===== src/rtl/bbc_pkg.sv =====
package bbc_pkg;

    // Default number of cache entries
    localparam int CACHE_ENTRIES_DEF = 8;

    // Field widths
    localparam int DEV_W  = 8;
    localparam int BLK_W  = 32;
    localparam int REF_W  = 8;
    localparam int SLOT_W = 3;

    // Highest reference count; a hit at this count leaves it there
    localparam logic [REF_W-1:0] REF_MAX = 8'hFF;

    // Most writebacks one request may emit
    localparam int MAX_WB = 8;
    localparam int WB_W   = 4;

    // Request operations
    typedef enum logic [1:0] {
        OP_READ    = 2'd0,
        OP_RELEASE = 2'd1,
        OP_MARK    = 2'd2,
        OP_SYNC    = 2'd3
    } op_t;

    // Result kinds
    typedef enum logic [2:0] {
        RK_HIT       = 3'd0,
        RK_MISS      = 3'd1,
        RK_WRITEBACK = 3'd2,
        RK_ACK       = 3'd3,
        RK_NO_FREE   = 3'd4,
        RK_BAD_SLOT  = 3'd5
    } kind_t;

    // Sequencer states
    typedef enum logic [2:0] {
        ST_IDLE,
        ST_SCAN,
        ST_SWEEP,
        ST_FINISH,
        ST_SLOT
    } state_t;

    // One entry as held in the tag memory
    typedef struct packed {
        logic             modified;
        logic [REF_W-1:0] refs;
        logic [BLK_W-1:0] block;
        logic [DEV_W-1:0] device;
    } entry_t;

    localparam int ENTRY_W = $bits(entry_t);

endpackage


===== src/rtl/bbc_ram.sv =====
module bbc_ram #(
    parameter int WIDTH = 8,
    parameter int DEPTH = 8
) (
    input  logic                     clk,
    input  logic                     we,
    input  logic [$clog2(DEPTH)-1:0] waddr,
    input  logic [WIDTH-1:0]         wdata,
    input  logic                     re,
    input  logic [$clog2(DEPTH)-1:0] raddr,
    output logic [WIDTH-1:0]         rdata
);

    logic [WIDTH-1:0] mem [DEPTH];

    // Write port
    always_ff @(posedge clk)
    begin
        if (we)
        begin
            mem[waddr] <= wdata;
        end
    end

    // Registered read port; data holds while re is low
    always_ff @(posedge clk)
    begin
        if (re)
        begin
            rdata <= mem[raddr];
        end
    end

endmodule


===== src/rtl/block_buffer_cache_tags_core.sv =====
// Tag and reference-count manager for a fully associative disk block cache.
//
// Requests enter on the s_axis channel: tuser carries the operation (read,
// release, mark modified, sync), tdata the device, block number and slot.
// Results leave on the m_axis channel, one or more per request; tlast marks
// the final one. Writeback results (tlast low) precede the closing result.
//
// The tags sit in one memory with a registered read; the sequencer walks it
// one entry per cycle unless a writeback waits on a stalled m_axis. Steps:
//   release / mark : accept, then read-modify-write of the slot
//   sync           : a pass over all entries
//   read hit       : the walk ends at the matching entry
//   read miss      : a pass over all entries, then a sync pass when none is free
// One request is in work at a time; the next is taken once the closing
// result is in the output register, so it overlaps the wait on the receiver.
// A stall on m_axis holds the walk in place, when it has a result to load,
// until the output register frees.
// Reset marks every entry free through per-entry live bits; the memory
// itself is not cleared, so the block accepts requests right after reset.
module block_buffer_cache_tags_core
    import bbc_pkg::*;
#(
    parameter int CACHE_ENTRIES = CACHE_ENTRIES_DEF
) (
    input  logic        clk,
    input  logic        rst_n,
    input  logic        s_axis_tvalid,
    output logic        s_axis_tready,
    input  logic [47:0] s_axis_tdata,   // device[7:0], block_number[39:8], slot[42:40]
    input  logic [1:0]  s_axis_tuser,   // operation[1:0]
    output logic        m_axis_tvalid,
    input  logic        m_axis_tready,
    output logic [47:0] m_axis_tdata,   // slot_index[2:0], target_block[34:3],
                                        // reference_count[42:35]
    output logic [2:0]  m_axis_tuser,   // result_kind[2:0]
    output logic        m_axis_tlast
);

    localparam int IDX_W = $clog2(CACHE_ENTRIES);
    localparam logic [IDX_W-1:0] IDX_LAST = IDX_W'(CACHE_ENTRIES - 1);
    localparam logic [IDX_W+2:0] ENTRIES_X = (IDX_W + 3)'(CACHE_ENTRIES);

    // Sequencer and walk state
    state_t                     state_reg, state_next;
    logic [IDX_W-1:0]           idx_reg;
    logic                       free_found_reg;
    logic [IDX_W-1:0]           free_idx_reg;
    logic [WB_W-1:0]            wb_cnt_reg;
    logic [CACHE_ENTRIES-1:0]   live_reg;

    // Latched request
    op_t                        op_reg;
    logic [DEV_W-1:0]           dev_reg;
    logic [BLK_W-1:0]           blk_reg;
    logic [SLOT_W-1:0]          slot_reg;

    // Output register
    logic                       out_valid_reg;
    kind_t                      out_kind_reg;
    logic [SLOT_W-1:0]          out_slot_reg;
    logic [BLK_W-1:0]           out_block_reg;
    logic [REF_W-1:0]           out_refs_reg;
    logic                       out_last_reg;

    // Memory ports
    logic                       ram_we;
    logic [IDX_W-1:0]           ram_waddr;
    entry_t                     ram_wdata;
    logic                       ram_re;
    logic [IDX_W-1:0]           ram_raddr;
    logic [ENTRY_W-1:0]         ram_rdata;
    entry_t                     rd;

    // Controls from the output decode
    logic                       accept;
    logic                       emit;
    logic                       emit_ok;
    kind_t                      emit_kind;
    logic [SLOT_W-1:0]          emit_slot;
    logic [BLK_W-1:0]           emit_block;
    logic [REF_W-1:0]           emit_refs;
    logic                       emit_last;
    logic                       idx_clr;
    logic                       idx_inc;
    logic                       live_set;
    logic                       live_clr;
    logic [IDX_W-1:0]           live_idx;
    logic                       free_rec;
    logic                       wb_inc;

    // Decoded conditions
    op_t                        in_op;
    logic [SLOT_W-1:0]          in_slot;
    logic [IDX_W+2:0]           in_slot_x;
    logic [IDX_W+2:0]           slot_x;
    logic [IDX_W-1:0]           slot_idx;
    logic                       slot_in_range;
    logic                       slot_live;
    logic                       slot_bad;
    logic [IDX_W+2:0]           idx_x;
    logic [IDX_W+2:0]           free_x;
    logic                       live_cur;
    logic                       idx_last;
    logic                       scan_hit;
    logic                       sweep_cand;
    logic                       wb_room;
    logic                       sweep_wb;
    logic                       sweep_free;
    logic [REF_W-1:0]           refs_inc;

    bbc_ram #(
        .WIDTH (ENTRY_W),
        .DEPTH (CACHE_ENTRIES)
    ) u_tags (
        .clk   (clk),
        .we    (ram_we),
        .waddr (ram_waddr),
        .wdata (ram_wdata),
        .re    (ram_re),
        .raddr (ram_raddr),
        .rdata (ram_rdata)
    );

    assign rd = entry_t'(ram_rdata);

    // Handshake
    assign s_axis_tready = (state_reg == ST_IDLE);
    assign accept        = s_axis_tvalid && s_axis_tready;
    assign emit_ok       = !out_valid_reg || m_axis_tready;

    // Request fields
    assign in_op     = op_t'(s_axis_tuser);
    assign in_slot   = s_axis_tdata[42:40];
    assign in_slot_x = {IDX_W'(0), in_slot};
    assign slot_x    = {IDX_W'(0), slot_reg};
    assign slot_idx  = slot_x[IDX_W-1:0];

    // Slot checks for release and mark
    assign slot_in_range = (slot_x < ENTRIES_X);
    assign slot_live     = slot_in_range && live_reg[slot_idx];
    assign slot_bad      = !slot_live || ((op_reg == OP_RELEASE) && (rd.refs == '0));

    // Walk conditions for the entry whose data is on the read port
    assign idx_x      = {3'b000, idx_reg};
    assign free_x     = {3'b000, free_idx_reg};
    assign live_cur   = live_reg[idx_reg];
    assign idx_last   = (idx_reg == IDX_LAST);
    assign scan_hit   = live_cur && (rd.device == dev_reg) && (rd.block == blk_reg);
    assign sweep_cand = live_cur && (rd.refs == '0);
    assign wb_room    = (wb_cnt_reg != WB_W'(MAX_WB));
    assign sweep_wb   = sweep_cand && rd.modified && wb_room;
    assign sweep_free = sweep_cand && (!rd.modified || wb_room);
    assign refs_inc   = (rd.refs == REF_MAX) ? REF_MAX : rd.refs + 8'd1;

    // Next state
    always_comb
    begin
        state_next = state_reg;
        case (state_reg)
            ST_IDLE:
            begin
                if (accept)
                begin
                    case (in_op)
                        OP_READ: state_next = ST_SCAN;
                        OP_SYNC: state_next = ST_SWEEP;
                        default: state_next = ST_SLOT;
                    endcase
                end
            end
            ST_SCAN:
            begin
                if (scan_hit)
                begin
                    if (emit_ok)
                    begin
                        state_next = ST_IDLE;
                    end
                end
                else if (idx_last)
                begin
                    state_next = (free_found_reg || !live_cur) ? ST_FINISH : ST_SWEEP;
                end
            end
            ST_SWEEP:
            begin
                if (!(sweep_wb && !emit_ok) && idx_last)
                begin
                    state_next = ST_FINISH;
                end
            end
            ST_FINISH:
            begin
                if (emit_ok)
                begin
                    state_next = ST_IDLE;
                end
            end
            ST_SLOT:
            begin
                if (emit_ok)
                begin
                    state_next = ST_IDLE;
                end
            end
            default:
            begin
                state_next = ST_IDLE;
            end
        endcase
    end

    // Memory, result and walk controls
    always_comb
    begin
        ram_we     = 1'b0;
        ram_waddr  = idx_reg;
        ram_wdata  = rd;
        ram_re     = 1'b0;
        ram_raddr  = idx_reg + IDX_W'(1);
        emit       = 1'b0;
        emit_kind  = RK_ACK;
        emit_slot  = '0;
        emit_block = '0;
        emit_refs  = '0;
        emit_last  = 1'b1;
        idx_clr    = 1'b0;
        idx_inc    = 1'b0;
        live_set   = 1'b0;
        live_clr   = 1'b0;
        live_idx   = idx_reg;
        free_rec   = 1'b0;
        wb_inc     = 1'b0;
        case (state_reg)
            ST_IDLE:
            begin
                // Start the walk at entry 0, or fetch the addressed slot
                if (accept)
                begin
                    ram_re  = 1'b1;
                    idx_clr = 1'b1;
                    if ((in_op == OP_READ) || (in_op == OP_SYNC))
                    begin
                        ram_raddr = '0;
                    end
                    else
                    begin
                        ram_raddr = in_slot_x[IDX_W-1:0];
                    end
                end
            end
            ST_SCAN:
            begin
                if (scan_hit)
                begin
                    // Take a reference on the matching entry
                    if (emit_ok)
                    begin
                        ram_we         = 1'b1;
                        ram_wdata.refs = refs_inc;
                        emit           = 1'b1;
                        emit_kind      = RK_HIT;
                        emit_slot      = idx_x[2:0];
                        emit_block     = blk_reg;
                        emit_refs      = refs_inc;
                    end
                end
                else
                begin
                    free_rec = !live_cur;
                    if (!idx_last)
                    begin
                        ram_re  = 1'b1;
                        idx_inc = 1'b1;
                    end
                    else if (!(free_found_reg || !live_cur))
                    begin
                        // Nothing free: restart the walk for a sync pass
                        ram_re    = 1'b1;
                        ram_raddr = '0;
                        idx_clr   = 1'b1;
                    end
                end
            end
            ST_SWEEP:
            begin
                if (!(sweep_wb && !emit_ok))
                begin
                    if (sweep_wb)
                    begin
                        emit       = 1'b1;
                        emit_kind  = RK_WRITEBACK;
                        emit_slot  = idx_x[2:0];
                        emit_block = rd.block;
                        emit_last  = 1'b0;
                        wb_inc     = 1'b1;
                    end
                    if (sweep_free)
                    begin
                        live_clr = 1'b1;
                        free_rec = 1'b1;
                    end
                    if (!idx_last)
                    begin
                        ram_re  = 1'b1;
                        idx_inc = 1'b1;
                    end
                end
            end
            ST_FINISH:
            begin
                if (emit_ok)
                begin
                    emit = 1'b1;
                    if (op_reg == OP_READ)
                    begin
                        if (free_found_reg)
                        begin
                            // Claim the lowest free entry
                            ram_we           = 1'b1;
                            ram_waddr        = free_idx_reg;
                            ram_wdata.modified = 1'b0;
                            ram_wdata.refs   = 8'd1;
                            ram_wdata.block  = blk_reg;
                            ram_wdata.device = dev_reg;
                            live_set         = 1'b1;
                            live_idx         = free_idx_reg;
                            emit_kind        = RK_MISS;
                            emit_slot        = free_x[2:0];
                            emit_block       = blk_reg;
                            emit_refs        = 8'd1;
                        end
                        else
                        begin
                            emit_kind  = RK_NO_FREE;
                            emit_block = blk_reg;
                        end
                    end
                    else
                    begin
                        emit_kind = RK_ACK;
                    end
                end
            end
            ST_SLOT:
            begin
                if (emit_ok)
                begin
                    emit      = 1'b1;
                    emit_slot = slot_reg;
                    if (slot_bad)
                    begin
                        emit_kind = RK_BAD_SLOT;
                    end
                    else
                    begin
                        // Drop a reference or flag the entry modified
                        ram_we    = 1'b1;
                        ram_waddr = slot_idx;
                        if (op_reg == OP_RELEASE)
                        begin
                            ram_wdata.refs = rd.refs - 8'd1;
                        end
                        else
                        begin
                            ram_wdata.modified = 1'b1;
                        end
                        emit_kind  = RK_ACK;
                        emit_block = rd.block;
                        emit_refs  = ram_wdata.refs;
                    end
                end
            end
            default:
            begin
                emit = 1'b0;
            end
        endcase
    end

    // Control registers
    always_ff @(posedge clk or negedge rst_n)
    begin
        if (!rst_n)
        begin
            state_reg      <= ST_IDLE;
            idx_reg        <= '0;
            free_found_reg <= 1'b0;
            wb_cnt_reg     <= '0;
            live_reg       <= '0;
            out_valid_reg  <= 1'b0;
        end
        else
        begin
            state_reg <= state_next;
            if (idx_clr)
            begin
                idx_reg <= '0;
            end
            else if (idx_inc)
            begin
                idx_reg <= idx_reg + IDX_W'(1);
            end
            if (accept)
            begin
                free_found_reg <= 1'b0;
                wb_cnt_reg     <= '0;
            end
            else
            begin
                if (free_rec)
                begin
                    free_found_reg <= 1'b1;
                end
                if (wb_inc)
                begin
                    wb_cnt_reg <= wb_cnt_reg + WB_W'(1);
                end
            end
            if (live_set)
            begin
                live_reg[live_idx] <= 1'b1;
            end
            else if (live_clr)
            begin
                live_reg[live_idx] <= 1'b0;
            end
            if (emit)
            begin
                out_valid_reg <= 1'b1;
            end
            else if (m_axis_tready)
            begin
                out_valid_reg <= 1'b0;
            end
        end
    end

    // Request and result payload
    always_ff @(posedge clk)
    begin
        if (accept)
        begin
            op_reg   <= in_op;
            dev_reg  <= s_axis_tdata[7:0];
            blk_reg  <= s_axis_tdata[39:8];
            slot_reg <= in_slot;
        end
        if (free_rec && !free_found_reg)
        begin
            free_idx_reg <= idx_reg;
        end
        if (emit)
        begin
            out_kind_reg  <= emit_kind;
            out_slot_reg  <= emit_slot;
            out_block_reg <= emit_block;
            out_refs_reg  <= emit_refs;
            out_last_reg  <= emit_last;
        end
    end

    assign m_axis_tvalid = out_valid_reg;
    assign m_axis_tuser  = out_kind_reg;
    assign m_axis_tdata  = {5'b00000, out_refs_reg, out_block_reg, out_slot_reg};
    assign m_axis_tlast  = out_last_reg;

    // A result is loaded only when the output register is free
    assert property (@(posedge clk) disable iff (!rst_n) emit |-> emit_ok)
        else $error("result loaded over a pending one");

    // Only writebacks leave without tlast
    assert property (@(posedge clk) disable iff (!rst_n)
        (out_valid_reg && !out_last_reg) |-> (out_kind_reg == RK_WRITEBACK))
        else $error("non-final result is not a writeback");

    // One request emits at most MAX_WB writebacks
    assert property (@(posedge clk) disable iff (!rst_n) wb_cnt_reg <= WB_W'(MAX_WB))
        else $error("writeback count overflow");

    // A closing result returns the sequencer to idle
    assert property (@(posedge clk) disable iff (!rst_n)
        (emit && emit_last) |=> (state_reg == ST_IDLE))
        else $error("closing result without return to idle");

endmodule


===== config.mk =====
export PLATFORM = sky130hd
export DESIGN_NAME = block_buffer_cache_tags_core
export DESIGN_NICKNAME = d
export VERILOG_FILES = /design/src/rtl/bbc_pkg.sv /design/src/rtl/bbc_ram.sv /design/src/rtl/block_buffer_cache_tags_core.sv
export SDC_FILE = /design/constraint.sdc
export NUM_CORES = 1
export LEC_CHECK = 0
export ABC_AREA = 1
export BUFFER_PORTS_ARGS = -buffer_cell sky130_fd_sc_hd__buf_2
export CAP_MARGIN = 20
export CORE_MARGIN = 2
export CORE_UTILIZATION = 35
export CTS_CLUSTER_DIAMETER = 150
export DETAILED_ROUTE_END_ITERATION = 16
export GPL_TIMING_DRIVEN = 0
export HOLD_SLACK_MARGIN = 0.06
export SLEW_MARGIN = 15
export SYNTH_ARGS = -nofsm -noshare
export SYNTH_HDL_FRONTEND = slang
export SYNTH_HIERARCHICAL = 1
export SYNTH_SLANG_ARGS = --single-unit
export TNS_END_PERCENT = 1

===== constraint.sdc =====
create_clock -name clk -period 6.9 [get_ports clk]
set_input_delay 0.69 -clock clk [delete_from_list [all_inputs] [get_ports clk]]
set_output_delay 0.69 -clock clk [all_outputs]
set_load 0.01 [all_outputs]

==> summary.txt, run 1 <==
Status
  – Status: finished, final reports clean

Drt
  – Via count: 17,800
  – ANT nets after route: 0
  – Drt first pass iters: 5
  – WL/cell: 18.0 um
  – Vias/cell: 4.64
  – Routed WL: 68,800 um
  – DRT iter0 DRCs: 1,627
  – Number of remaining DRC errors: 0

Pwr
  – Switching Share: 40.2%
  – Clock share of power: 23.7%
  – Max VDD drop: 0.256 mV
  – Internal: 8160 uW
  – Psw: 5500 uW
  – Power density over the cells: 455 nW/um2
  – Static Leak: 0.0133 uW
  – Tot Pwr: 13,700 uW
  – Sequential power share: 37.0%
  – Comb power frac: 39.4%

Floorplanning
  – DIE AREA: 75,300 um2
  – Die height: 274 um
  – Total core area: 72,700 um2
  – IO Pins: 108
  – Initial core utilization: 35.2%
  – Std cell rows: 99
  – Die Width: 274 um

Yosys
  – Library cells used by synthesis: 46
  – Yosys warns: 6
  – Top-area cell type share of the netlist area: 62.9%
  – Synth Register Bits: 556
  – Synth area leaders: edfxtp_1 (63%), nand2_1 (14%), inv_1 (7.1%)
  – Syn avg cell area: 9.76 um2
  – Mapped Area: 25,600 um2
  – Register area share after synthesis: 64.9%
  – Area leader, netlist: edfxtp_1
  – Syn Inst Count: 2,622

Finish
  – Most common cell after layout, fill and taps aside: nand2_1
  – Biggest regs: u_tags/mem: 392 flops, u_tags/rdata: 49 flops
  – # fillers: 6,960
  – Final instance area: 30,000 um2
  – Largest Register: u_tags/mem
  – Area Growth Syn to Fin: 17.3%
  – Commonest cells after routing, fill and taps aside: nand2_1 (968), edfxtp_1 (536), inv_1 (485)
  – Nets@finish: 2,880
  – Layout cells sized above 1: 12.7%
  – Largest register FFs: 392
  – Ant diodes: 0
  – Multi-input gate area: 6560 um2
  – Area taken by flip-flops and latches: 16,600 um2

Clock tree
  – CTS tree: yes
  – H-tree depth: 2
  – Clock tree root buffer cell: clkbuf_16
  – TritonCTS Buffers: 60
  – Clock sinks: 556
  – Post_cts resized: 0
  – Clk slew on worst S/H paths: 0.06 ns
  – Clock Tree Buf Depth: 3
  – Clock Latency Late Sink: 0.65 ns

Min path
  – Hold path depth: 1
  – Worst Hold End: blk_reg[2]
  – Worst min path class: input pin to register
  – Hold Startpoint: s_axis_tdata[10]

Worst setup path
  – R2r endpoint: u_tags/mem[3][42]
  – Crit path DAT: 4.41 ns
  – Crit-path max cell delay: 0.46 ns
  – Worst path required time: 7.24 ns
  – Setup CP Type: register to register
  – Largest fanout on the critical path: 15
  – CP startpoint kind: register
  – Setup crit end kind: register
  – Worst path slowest cell: edfxtp_1
  – RR Startpoint: u_tags/rdata[40]
  – R2R Setup Slk: 2.83 ns
  – Worst Reg2Reg Path Length in Cells: 16
  – Most used cell, CP: nand2_1
  – CP cell instances: clkinv_1, ha_1, nand2_1, nor2_1, nand3_1, nand2_1, nor2_4, inv_2, nand2_1, inv_2, nand2_4, nand2_1, nor2_4, buf_12, buf_16, buf_16

STA
  – Fin Setup TNS: 0 ns
  – Period minus WS final: 4.07 ns
  – Max Slew Vio Count: 0
  – Period utilisation layout: 59.0%
  – Clock skew: 0.0251 ns
  – RSZ-0062 raised after global routing: no
  – Final hold violations: 0
  – Relative slew slack: 26.2%
  – Slew @ Worst Pin: 1.10 ns
  – Final Setup Violations: 0
  – Fmax: 246 MHz

GRT
  – Gr usage total: 18.2%
  – Vias in the first global route: 16,600
  – Grt total ovfl: 0
  – Largest net degree at the start of global routing: 35
  – Antenna violations before repair: 1
  – Global-route wire length before repair: 102,000 um

Placed design
  – DP Area: 28,000 um2
  – Post-DP HPWL: 45,900 um
  – GPL Wtd Cong: 0.881
  – # port buffers: 97

Job
  – Max Cap Viol: 0
[routing by layer]
| metal | global-route usage (%) | wire [um] |
|---|---|---|
| met4 | 5.32 | 1630 |
| met3 | 2.54 | 4890 |
| met5 | 0 | 0 |
| met1 | 25.0 | 30200 |
| met2 | 30.0 | 32000 |
[synthesized netlist by cell type (all sizes together)]
cell,number
xor2,5
and2,2
o21bai,7
o22ai,3
edfxtp,536
o2111ai,1
a211oi,3
o21ai,47
conb,1
a31oi,2
xnor2,27
buf,78
nand4,12
nand3,246
inv,494
dfrtp,20
nand2,1003
o221ai,2
ha,8
clkinv,2
o31ai,2
nor3,9
or2,1
a21oi,14
clkbuf,25
o211ai,4
nor2,68
[power by group through the flow]
stage	logic [uW]	clock network [uW]	registers, uW
final	5380	3230	5050
after global routing	5940	3420	5090
after CTS	5380	3290	5050
after detailed placement	5350	0	5110
after global placement	5140	0	5180
after floorplan	3370	0	5100
[stage by stage]
step / hold WS [ns] / setup slack, ns / cells / util (%)
2_1_floorplan: 0.394 / 1.70 / 2626 / -
3_3_place_gp: 0.492 / -1.92 / 3682 / 37.5
3_5_place_dp: 0.499 / 2.83 / 3714 / 38.5
4_1_cts: 0.184 / 2.80 / 3828 / 41.3
5_1_grt: 0.200 / 2.64 / 3828 / 41.3
6_report: 0.218 / 2.83 / 3828 / 41.3
[area by class of cell]
type,count,area share (%)
clock inverters,47,1.52
inverters,496,6.23
plain buffers,103,2.17
repair buffers,130,3.84
well taps,959,4.00
clock buffers,66,5.08
multi-input cells,1471,21.9
flip-flops and latches,556,55.3
[critical path, delay by kind of cell, from the launching register on]
family | cells | cell delay [ns]
flip-flops | 1 | 0.46
buffers and inverters | 6 | 1.11
adder cells (fa/ha/maj) | 1 | 0.32
AND/OR/NAND/NOR | 9 | 1.83
[how the worst max path moves through the flow]
stage	from	end	slack [ns]	cells past startpoint
2_1_floorplan	state_reg[1]	u_tags/rdata[0]	1.70	8
3_3_place_gp	state_reg[1]	u_tags/rdata[16]	-1.92	8
3_5_place_dp	u_tags/rdata[40]	u_tags/mem[3][3]	2.83	16
4_1_cts	u_tags/rdata[40]	u_tags/mem[3][42]	2.80	16
5_1_grt	u_tags/rdata[40]	u_tags/mem[3][42]	2.64	16
6_report	u_tags/rdata[40]	u_tags/mem[3][42]	2.83	16
[timing repair]
item | 4_1_cts | 5_1_grt
hold endpoints to repair | 20 | 0
hold buffers | 1 | 0
setup buffers | 0 | 0
endpoints found under the setup margin | 0 | 0
[kinds of logic (layout without fill, tap and decap cells)]
logic type / count (synthesis) / after routing / share of synthesized area [%]
compound gates: 85 / 85 / 1.95
xor+xnor: 32 / 32 / 1.10
fa+ha+maj: 8 / 8 / 0.391
buf+inv: 599 / 842 / 9.85
flops: 556 / 556 / 64.9
other cells: 1 / 5 / 0.0147
simple gates: 1341 / 1341 / 21.8
(Power assumes the default switching activity.)
==> run 2: changes to the inputs <==
clock period = 3.7 ns   (was 6.9 ns; I/O delays follow)
==> run 2 against run 1 <==
Compared with the run above:
- design area grew 1.2%
- power up 85%
- critical endpoint is now u_tags/mem[7][21]
- hold slack lost 0.048 ns
- via count rose by 0.77%
- global-route usage is 0.15 points higher
- flip-flop and latch count is the same
- clock power grew 78%
==> summary.txt, run 2 (synthesis results as in run 1) <==
Status
  – Status: finished, final reports clean (unchanged)

Clock tree
  – H-tree depth: 2 (unchanged)
  – CTS tree: yes (unchanged)
  – TritonCTS Buffers: 58 (was 60)
  – Clock Latency Late Sink: 0.63 ns (was 0.65 ns)
  – Clock sinks: 556 (unchanged)
  – Clock tree root buffer cell: clkbuf_16 (unchanged)
  – Clock Tree Buf Depth: 3 (unchanged)
  – Clk slew on worst S/H paths: 0.06 ns (about the same)

Drt
  – WL/cell: 17.9 um (was 18.0 um)
  – Number of remaining DRC errors: 0 (unchanged)
  – Drt first pass iters: 6 (was 5)
  – Vias/cell: 4.62 (was 4.64)
  – Routed WL: 69,400 um (was 68,800 um)
  – Via count: 17,900 (was 17,800)
  – ANT nets after route: 0 (unchanged)
  – DRT iter0 DRCs: 1,502 (was 1,627)

Floorplanning
  – Die height: 274 um (unchanged)
  – DIE AREA: 75,300 um2 (unchanged)
  – IO Pins: 108 (unchanged)
  – Std cell rows: 99 (unchanged)
  – Die Width: 274 um (unchanged)
  – Total core area: 72,700 um2 (unchanged)
  – Initial core utilization: 35.2% (unchanged)

Finish
  – Largest Register: u_tags/mem (unchanged)
  – Largest register FFs: 392 (unchanged)
  – Commonest cells after routing, fill and taps aside: nand2_1 (964), edfxtp_1 (536), inv_1 (485) (was nand2_1 (968), edfxtp_1 (536), inv_1 (485))
  – # fillers: 6,883 (was 6,960)
  – Most common cell after layout, fill and taps aside: nand2_1 (unchanged)
  – Post-layout util: 41.8% (was 41.3%)
  – Layout Cells excl Fill: 3,871 (was 3,828)
  – Layout cells sized above 1: 12.5% (was 12.7%)
  – Biggest regs: u_tags/mem: 392 flops, u_tags/rdata: 49 flops (unchanged)
  – Area Growth Syn to Fin: 18.7% (was 17.3%)
  – Nets@finish: 2,925 (was 2,880)

Placed design
  – GPL Wtd Cong: 0.858 (was 0.881)
  – DP Worst Slack: -0.391 ns (was 2.83 ns)
  – Post-DP HPWL: 46,300 um (was 45,900 um)
  – # port buffers: 97 (unchanged)
  – Cells after DPL: 3,713 (was 3,714)

Worst setup path
  – Worst path required time: 4.02 ns (was 7.24 ns)
  – Setup crit end kind: register (unchanged)
  – Largest fanout on the critical path: 16 (was 15)
  – Setup CP Type: register to register (unchanged)
  – CP startpoint kind: register (unchanged)
  – Crit path DAT: 4.01 ns (was 4.41 ns)

STA
  – Final Setup Violations: 0 (unchanged)
  – Clock skew: 0.0212 ns (was 0.0251 ns)
  – Fin Setup TNS: 0 ns (unchanged)
  – Final hold violations: 0 (unchanged)
  – Slew @ Worst Pin: 1.06 ns (was 1.10 ns)
  – Final worst-path setup slack: 0.0131 ns (was 2.83 ns)
  – Max Slew Vio Count: 0 (unchanged)
  – Period utilisation layout: 99.6% (was 59.0%)
  – Fmax: 271 MHz (was 246 MHz)
  – RSZ-0062 raised after global routing: yes (was no)
  – Period minus WS final: 3.69 ns (was 4.07 ns)
  – Relative slew slack: 28.6% (was 26.2%)

Pwr
  – Max VDD drop: 0.528 mV (was 0.256 mV)
  – Static Leak: 0.0135 uW (was 0.0133 uW)
  – Power density over the cells: 831 nW/um2 (was 455 nW/um2)
  – Tot Pwr: 25,200 uW (was 13,700 uW)

GRT
  – Antenna violations before repair: 0 (was 1)
  – Vias in the first global route: 16,900 (was 16,600)
  – Grt total ovfl: 0 (unchanged)
  – Gr usage total: 18.4% (was 18.2%)
  – Largest net degree at the start of global routing: 29 (was 35)
  – Global-route wire length before repair: 103,000 um (was 102,000 um)

Job
  – Max Cap Viol: 0 (unchanged)

Min path
  – Worst min path class: input pin to register (unchanged)
-- run 2: cell count changes in the layout (fill, tap and decap cells not counted), moves of 4 or more --
cell / previous run / this run
nand2_2: 33 / 37
nand2_1: 968 / 964
clkinvlp_4: 6 / 1
clkinv_1: 15 / 20
dlygate4sd3_1: 1 / 46
-- run 2: final cells by class --
class                      count  area, um2  share of cell area (%)
timing repair buffer         177       1600                    5.28
inverter                     496       1870                    6.17
multi-input combinational   1471       6580                    21.7
antenna                        1       2.50                 0.00824
sequential                   556      16600                    54.6
clock buffer                  65       1500                    4.93
tap                          959       1200                    3.95
buffer                       103        656                    2.16
clock inverter                43        367                    1.21
-- run 2: final timing paths --
check                                  from                end  slack [ns]  depth (start not counted)
hold / removal                s_axis_tvalid       state_reg[1]        0.17                          5
max in group asynchronous             rst_n          async pin        3.07                          2
setup / recovery           u_tags/rdata[40]  u_tags/mem[7][21]        0.01                         15
min in group asynchronous             rst_n       state_reg[2]        0.26                          2
hold reg to reg                  idx_reg[0]    free_idx_reg[0]        0.50                          0
setup reg to reg           u_tags/rdata[40]  u_tags/mem[7][21]        0.01                         15
-- run 2: metrics by stage --
step	hold slack [ns]	cell area, um2
final	0.170	30400
after global placement	0.386	27300
after global routing	0.213	30400
after floorplan	0.0744	25600
after CTS	0.130	30300
after detailed placement	0.374	28000
-- run 2: power by group --
group	leakage (uW)	internal, uW	switching, uW	total [uW]
clock network	0.000921	3310	2430	5740
registers	0.00517	8860	564	9430
logic	0.00740	2910	7150	10100
total	0.0135	15100	10100	25200
-- run 2: repair_timing --
action	in CTS	in global routing
pin swaps	2	4
hold endpoints to repair	65	0
buffers inserted	1	1
hold buffers	46	0
setup endpoints to repair	299	128
gates resized for setup	6	6
-- run 2: worst max-delay path, cell delays in order (launching register included) --
cell and delay, ns:
edfxtp_1 0.51, clkinv_4 0.14, ha_1 0.19, nand2_1 0.13
nor2_1 0.20, nand3_1 0.16, nand2_2 0.17, nor2_4 0.09
inv_2 0.16, nand2_2 0.11, o22ai_1 0.30, nand2_1 0.21
nor2_4 0.40, buf_16 0.22, buf_16 0.18, buf_16 0.19
-- run 2: routing by layer --
| metal | vias up | global-route usage [%] | part of all wire (%) | wire length (um) |
|---|---|---|---|---|
| li1 | 8787 | - | - | - |
| met1 | 8457 | 24.6 | 44 | 30400 |
| met2 | 566 | 30.7 | 47 | 32700 |
| met3 | 92 | 3.42 | 6.9 | 4780 |
| met4 | 0 | 4.75 | 2.2 | 1520 |
| met5 | - | 0 | 0 | 0 |
